--- src/atm_pkg.sv ---
// ----------------------------------------------------------------------------
// atm_pkg
// shared widths, queue entry type and the cordic arctangent table
// ----------------------------------------------------------------------------
package atm_pkg;

    localparam int RAW_W        = 16;
    localparam int SQ_W         = 31;   // square of a 16-bit signed count
    localparam int RAD_W        = 48;   // radicand into the root pipeline
    localparam int ROOT_W       = 25;   // rounded root, one bit of headroom
    localparam int RES_W        = 24;   // truncated root bits, one per stage
    localparam int REM_W        = 26;
    localparam int X_W          = 27;   // cordic x and y
    localparam int Z_W          = 25;   // cordic angle, degrees with 16 fraction bits
    localparam int Z_FRAC       = 16;
    localparam int ANG_W        = 16;
    localparam int MAG_W        = 19;
    localparam int RANGE_W      = 2;
    localparam int NUM_SHIFT    = 8;
    localparam int QUEUE_DEPTH  = 4;
    localparam int ATAN_LEN     = 24;
    localparam int DEF_CORDIC_STEPS    = 16;
    localparam int DEF_ANGLE_FRAC_BITS = 8;

    typedef struct packed {
        logic [SQ_W-1:0]         sq_x;
        logic [SQ_W-1:0]         sq_y;
        logic [SQ_W-1:0]         sq_z;
        logic signed [RAW_W-1:0] raw_x;
        logic signed [RAW_W-1:0] raw_y;
    } atm_entry_t;

    // round(atan(2^-i) degrees * 2^16)
    function automatic logic signed [Z_W-1:0] atm_atan(input int i);
        logic signed [Z_W-1:0] t;
        case (i)
            0:  t = 25'sd2949120;
            1:  t = 25'sd1740967;
            2:  t = 25'sd919879;
            3:  t = 25'sd466945;
            4:  t = 25'sd234379;
            5:  t = 25'sd117304;
            6:  t = 25'sd58666;
            7:  t = 25'sd29335;
            8:  t = 25'sd14668;
            9:  t = 25'sd7334;
            10: t = 25'sd3667;
            11: t = 25'sd1833;
            12: t = 25'sd917;
            13: t = 25'sd458;
            14: t = 25'sd229;
            15: t = 25'sd115;
            16: t = 25'sd57;
            17: t = 25'sd29;
            18: t = 25'sd14;
            19: t = 25'sd7;
            20: t = 25'sd4;
            21: t = 25'sd2;
            22: t = 25'sd1;
            default: t = '0;
        endcase
        return t;
    endfunction

endpackage

--- src/atm_front.sv ---
// ----------------------------------------------------------------------------
// atm_front
// takes samples, squares the axes and holds them in a short queue
// ----------------------------------------------------------------------------
module atm_front
(
    input  logic                           clk,
    input  logic                           rst_n,
    input  logic                           push,
    output logic                           full,
    input  logic signed [atm_pkg::RAW_W-1:0] raw_x,
    input  logic signed [atm_pkg::RAW_W-1:0] raw_y,
    input  logic signed [atm_pkg::RAW_W-1:0] raw_z,
    input  logic                           q_pop,
    output logic                           q_empty,
    output atm_pkg::atm_entry_t            q_head
);
    import atm_pkg::*;

    localparam int PTR_W = $clog2(QUEUE_DEPTH);

    atm_entry_t         mem_reg [QUEUE_DEPTH];
    logic [PTR_W-1:0]   wr_ptr_reg, rd_ptr_reg;
    logic [PTR_W:0]     count_reg, count_next;
    logic signed [2*RAW_W-1:0] px, py, pz;
    atm_entry_t         wr_entry;
    logic               do_push, do_pop;

    assign full    = (count_reg == (PTR_W+1)'(QUEUE_DEPTH));
    assign q_empty = (count_reg == '0);
    assign q_head  = mem_reg[rd_ptr_reg];
    assign do_push = push && !full;
    assign do_pop  = q_pop && !q_empty;

    always_comb
    begin
        px = raw_x * raw_x;
        py = raw_y * raw_y;
        pz = raw_z * raw_z;
        wr_entry.sq_x  = px[SQ_W-1:0];
        wr_entry.sq_y  = py[SQ_W-1:0];
        wr_entry.sq_z  = pz[SQ_W-1:0];
        wr_entry.raw_x = raw_x;
        wr_entry.raw_y = raw_y;
        count_next = count_reg;
        if (do_push && !do_pop)
        begin
            count_next = count_reg + 1'b1;
        end
        else if (do_pop && !do_push)
        begin
            count_next = count_reg - 1'b1;
        end
    end

    always_ff @(posedge clk)
    begin
        if (do_push)
        begin
            mem_reg[wr_ptr_reg] <= wr_entry;
        end
    end

    always_ff @(posedge clk or negedge rst_n)
    begin
        if (!rst_n)
        begin
            wr_ptr_reg <= '0;
            rd_ptr_reg <= '0;
            count_reg  <= '0;
        end
        else
        begin
            if (do_push)
            begin
                wr_ptr_reg <= wr_ptr_reg + 1'b1;
            end
            if (do_pop)
            begin
                rd_ptr_reg <= rd_ptr_reg + 1'b1;
            end
            count_reg <= count_next;
        end
    end

endmodule

--- config.mk ---
export PLATFORM = sky130hd
export DESIGN_NAME = atm_front
export DESIGN_NICKNAME = d
export VERILOG_FILES = /design/src/atm_pkg.sv /design/src/atm_front.sv
export SDC_FILE = /design/constraint.sdc
export NUM_CORES = 2
export LEC_CHECK = 0
export BUFFER_PORTS_ARGS = -buffer_cell sky130_fd_sc_hd__clkbuf_2
export CAP_MARGIN = 20
export CORE_MARGIN = 2
export CORE_UTILIZATION = 55
export CTS_BUF_LIST = sky130_fd_sc_hd__clkbuf_4
export CTS_CLUSTER_SIZE = 24
export DETAILED_ROUTE_END_ITERATION = 6
export MAX_ROUTING_LAYER = met4
export PLACE_DENSITY = 0.72
export SLEW_MARGIN = 0
export SYNTH_ARGS = -nofsm -noshare
export SYNTH_HDL_FRONTEND = slang
export SYNTH_SLANG_ARGS = --single-unit
--- constraint.sdc ---
create_clock -name clk -period 4.5 [get_ports clk]
set_input_delay 0.225 -clock clk [delete_from_list [all_inputs] [get_ports clk]]
set_output_delay 0.225 -clock clk [all_outputs]
set_load 0.05 [all_outputs]
Word-level counts from Yosys, hierarchy flattened:

Memories as Yosys holds them, arrays and structs flattened.
Index checks and enable logic that the tools add are counted.
W data, S select, Z words.

* $add $sub $neg: 4
* multipliers: 3
* equality and inequality tests: 1
* multiplexer cells: 4
* reduce and logical (&&, ||, !) cells: 10

Operators by type and width (number)
* $mul A16 B16 Y31: 3
* $mux W3: 2
* $add A2 B1 Y2 const B: 2
* $logic_and A1 B1 Y1: 4
* $logic_not A1 Y1: 4
* $add A3 B1 Y3 const B: 1
* $eq A3 B3 Y1 const B: 1
* $logic_not A3 Y1: 1
* $sub A3 B1 Y3 const B: 1
* $mux W1: 2
* $reduce_bool A2 Y1: 1

* register bits after elaboration: 7
* memory bits (writable): 500
* input port bits: 52
* word-level logic and storage cells: 26
* memories kept: 1

Memory list
* mem_reg: words 4, width 125, rd ports 1, clocked after Yosys merged registers in 0, wr ports 1, RTL line atm_front.sv:22 `atm_entry_t mem_reg [QUEUE_DEPTH];`

Depth between registers and ports, before layout:

* depth in word-level cells: 7
* gate-level depth with buffers: 26
* mapped depth without buffers: 23

Least setup slack after synthesis:

OpenSTA, ideal clock, no wires.

* kind: input to register
* start point: in raw_z[15] (netlist bit)
* end point: mem mem_reg[0][62] (netlist bit) (data pin)
* library setup time: 0.274 ns
* arrival: 5.954 ns
* required time: 4.226 ns
* setup slack: -1.728 ns
* cell stages on the path: 23
* buffers on the path: 2
* cell sequence: clkbuf_1 > inv_1 > clkbuf_1 > nor2_1 > fa_1 > inv_1 > fa_1 > inv_1 > fa_1 > fa_1 > fa_1 > inv_1 > fa_1 > inv_1 > ha_1 > o21ai_0 > a21boi_0 > a31oi_1 > nand2_1 > o21ai_1 > o2111ai_1 > a21oi_1 > xnor2_1

* cells in the longest elaborated chain, start to end: 1

RTL lines
* from (decl): RTL line atm_front.sv:13 `input logic signed [atm_pkg::RAW_W-1:0] raw_z,`
* $mul A16 B16 Y31: RTL line atm_front.sv:39 `pz = raw_z * raw_z;`
* via pz[30]: RTL line atm_front.sv:25 `logic signed [2*RAW_W-1:0] px, py, pz;`
* to (decl): RTL line atm_front.sv:22

The timed path passes the listed nets, and every way through them passes these cells.

Worst setup path after layout:

* start point: in raw_y[5] (netlist bit)
* end point: mem mem_reg[0][85] (netlist bit) (data pin)

* cells in the longest elaborated chain, start to end: 1

RTL lines
* from (decl): RTL line atm_front.sv:12 `input logic signed [atm_pkg::RAW_W-1:0] raw_y,`
* $mul A16 B16 Y31: RTL line atm_front.sv:38 `py = raw_y * raw_y;`
* via py[22]: RTL line atm_front.sv:25

The timed path passes the listed nets, and every way through them passes these cells.

==> metrics.md <==
| Metric | Value |
|---|---|
| Outcome | complete, but fails checks |
| Failing checks | setup timing |
| Synth Area in Compound Gates | 3.48% |
| Max reg flops | 480 |
| Number of synthesized flops with an enable pin | 480 |
| GRT overflow | 0 |
| Design Area, Final | 56800 µm² |
| Synth Area in Simple Gates | 6.40% |
| Starting Density | 55.6% |
| Vias per std cell | 5.14 |
| Top FF cell, synth | edfxtp_1 |
| Clock Skew | 0.0580 ns |
| Yosys Warn Count | 0 |
| Period minus WS final | 5.14 ns |
| Clk_lat worst skew | 0.89 ns |
| Die area | 82300 µm² |
| CP Class | in -> reg |
| Clock sinks | 487 |
| Max Cap Viol | 0 |
| Worst-path clk slew | 0.07 ns |
| CP Capture Type | register |
| Placed wire-length estimate | 76900 µm |
| Number of distinct library cells after synthesis | 68 |
| Worst relative slew slack | 34.3% |
| RSZ-0062 raised after global routing | yes |
| Final worst slack | -0.635 ns |
| H-tree Lvls | 3 |
| Max stage delay cell, worst path | fa_1 |
| CP most frequent cell | fa_1 |
| DR pass1 iterations | 5 |
| Adder-Cell Fraction of Synth Area | 38.8% |
| Total GRT Usage | 26.9% |
| Hold Path Class | in -> reg |
| Die X | 287 µm |
| Final Util | 71.8% |
| Post-Syn Area | 44000 µm² |
| CTS buffer count | 117 |
| Largest net degree at the start of global routing | 121 |
| Layout Nets | 5574 |
| Num ports | 179 |
| PortBufs | 175 |
| Routability cong. | 0.920 |
| CP peak stage delay | 0.54 ns |
| # fillers | 5212 |
| Fin Hold WS | 0.140 ns |
| Synthesized flop and latch total | 487 |
| Layout area overhead | 29.1% |
| Fin. Hold Viols | 0 |
| CTS max path bufs | 3 |
| DR vias | 29.3k |
| Post-Synth XOR/XNOR Area | 2.59% |
| Worst EP required | 5.13 ns |
| Final period util | 114% |
| Vias in the first global route | 32.8k |
| Least-Margin Pin Slew | 0.985 ns |
| Largest family of logic cells by synthesized area | adder cells |
| CP arrival | 5.76 ns |
| Avg Cell Area, Syn | 12.2 µm² |
| CTS tree | done |
| Core Area | 79100 µm² |
| Mux share of post-synthesis cell area | 6.29% |
| Final WL | 104000 µm |
| Final setup fails | 180 |
| DRC | 0 |
| Register area share after synthesis | 33.1% |
| DP Area | 51400 µm² |
| CP Max Fanout | 5 |
| Rows | 103 |
| Fmax | 195 MHz |
| Slew Limit Fails | 0 |
| Crit-path cells | clkbuf_16, buf_12, and2_4, fa_1, inv_1, fa_1, fa_1, fa_1, inv_1, fa_1, inv_1, fa_1, inv_1, ha_4, nand4_1, nor2_2, o211ai_1, a31oi_1, o21ai_1, a21oi_2, nor4b_2, a211o_1 |
| Starting DRT DRC Count | 1515 |
| Cells after synthesis | 3615 |
| Synth async-reset ratio | 1.44% |
| First-pass GRT wire length | 167000 µm |
| Clk Tree Root Cell | clkbuf_4 |
| Die H | 287 µm |
| Routed wire per std cell | 18.2 µm |
| Startpoint Class | input port |
| Antenna Nets Post-Route | 0 |
| Initial antenna violation count | 3 |
| Share of cells above drive strength 1 | 35.6% |
==> cells by family after synthesis <==
kind of cell             Yosys count
buffers and inverters           1081
adder cells (fa/ha/maj)          952
AND/OR/NAND/NOR                  609
flip-flops                       487
AO/OA/AOI/OAI                    229
XOR/XNOR                         130
multiplexers                     126
other                              1
==> worst max-delay path: cells and delay by family <==
kind                       cells  cell delay (ns)
AOI/OAI and AO/OA              5             1.26
adders and majority gates      7             3.24
buffers and inverters          6             0.46
and+or+nand+nor                4             0.53
==> synthesized netlist by cell type (all sizes together), types with 9 or more instances <==
| cell type | count | area [µm²] |
|---|---|---|
| a211oi | 14 | 105 |
| a21o | 36 | 278 |
| a21oi | 59 | 299 |
| and2 | 107 | 669 |
| buf | 25 | 116 |
| clkbuf | 80 | 300 |
| edfxtp | 480 | 14400 |
| fa | 689 | 13800 |
| ha | 263 | 3290 |
| inv | 973 | 3650 |
| mux4 | 120 | 2700 |
| nand2 | 261 | 980 |
| nand2b | 14 | 87.6 |
| nand3 | 19 | 95.1 |
| nand4 | 9 | 71.3 |
| nor2 | 137 | 517 |
| nor2b | 14 | 87.6 |
| nor3 | 13 | 65.1 |
| o211ai | 11 | 82.6 |
| o21ai | 45 | 225 |
| o21bai | 10 | 75.1 |
| xnor2 | 95 | 832 |
| xor2 | 35 | 307 |
==> layout by cell type (no fill, tap or decap), types with 18 or more instances in the layout <==
| master | instances |
|---|---|
| buf_6 | 72 |
| nor2_2 | 20 |
| dlygate4sd3_1 | 40 |
| fa_1 | 649 |
| inv_1 | 904 |
| inv_2 | 50 |
| nand2_2 | 31 |
| xnor2_2 | 24 |
| nor2_4 | 19 |
| a21oi_2 | 26 |
| nor2_1 | 98 |
| buf_4 | 627 |
| ha_1 | 214 |
| xor2_1 | 23 |
| edfxtp_1 | 480 |
| and2_4 | 29 |
| clkbuf_4 | 167 |
| clkinv_1 | 22 |
| mux4_2 | 120 |
| fa_2 | 40 |
| clkbuf_2 | 136 |
| buf_12 | 18 |
| ha_4 | 42 |
| a21o_1 | 35 |
| nand2_1 | 217 |
| and2_1 | 78 |
| a21oi_1 | 22 |
| xnor2_1 | 67 |
==> layout make-up <==
class,count,area (µm²),area share [%]
multi-input cells,2049,27800,49.0
flip-flops and latches,487,14600,25.7
repair buffers,939,7730,13.6
inverters,976,3760,6.61
well taps,1050,1310,2.31
clock buffers,161,1210,2.13
clock inverters,39,377,0.663
diodes,4,10.0,0.0176
==> layer usage <==
metal | global-route usage, % | up-vias | share of wire [%]
li1 | - | 13400 | -
met3 | 4.05 | 191 | 5.6
met4 | 8.52 | 0 | 3.2
met1 | 33.9 | 15000 | 40
met2 | 45.3 | 777 | 52
met5 | - | - | 0
==> worst paths after layout <==
check                                          from                   endpoint  slack [ns]  cells after the start
max                                        raw_y[5]   mem_reg[0][85]$_DFFE_PP_       -0.64                     22
min                                        raw_x[1]   mem_reg[2][17]$_DFFE_PP_        0.14                      2
max reg2reg                count_reg[2]$_DFFE_PN0P_   mem_reg[2][10]$_DFFE_PP_        1.69                      4
min reg2reg                count_reg[2]$_DFFE_PN0P_   count_reg[2]$_DFFE_PN0P_        0.49                      1
max in group asynchronous                     rst_n  rd_ptr_reg[1]$_DFFE_PN0P_        3.94                      3
min in group asynchronous                     rst_n  rd_ptr_reg[0]$_DFFE_PN0P_        0.29                      3
==> metrics by stage <==
| stage | TNS [ns] | setup WS, ns | instances |
|---|---|---|---|
| after floorplan | -139.38 | -1.02 | 3617 |
| after global placement | -297.71 | -1.62 | 5354 |
| after detailed placement | -312.10 | -1.66 | 5354 |
| after CTS | -30.00 | -0.461 | 5659 |
| after global routing | -81.37 | -0.802 | 5705 |
| final | -62.65 | -0.635 | 5705 |
==> repair_timing <==
action,CTS,global route
gates resized for setup,374,193
hold buffers,40,0
cloned,1,1
buffers inserted,74,53
setup endpoints to repair,185,204
pin swaps,211,128
hold endpoints to repair,158,0
Power is not shown: default switching activity piles up to over one toggle a cycle in this logic, so the estimate is an artifact.
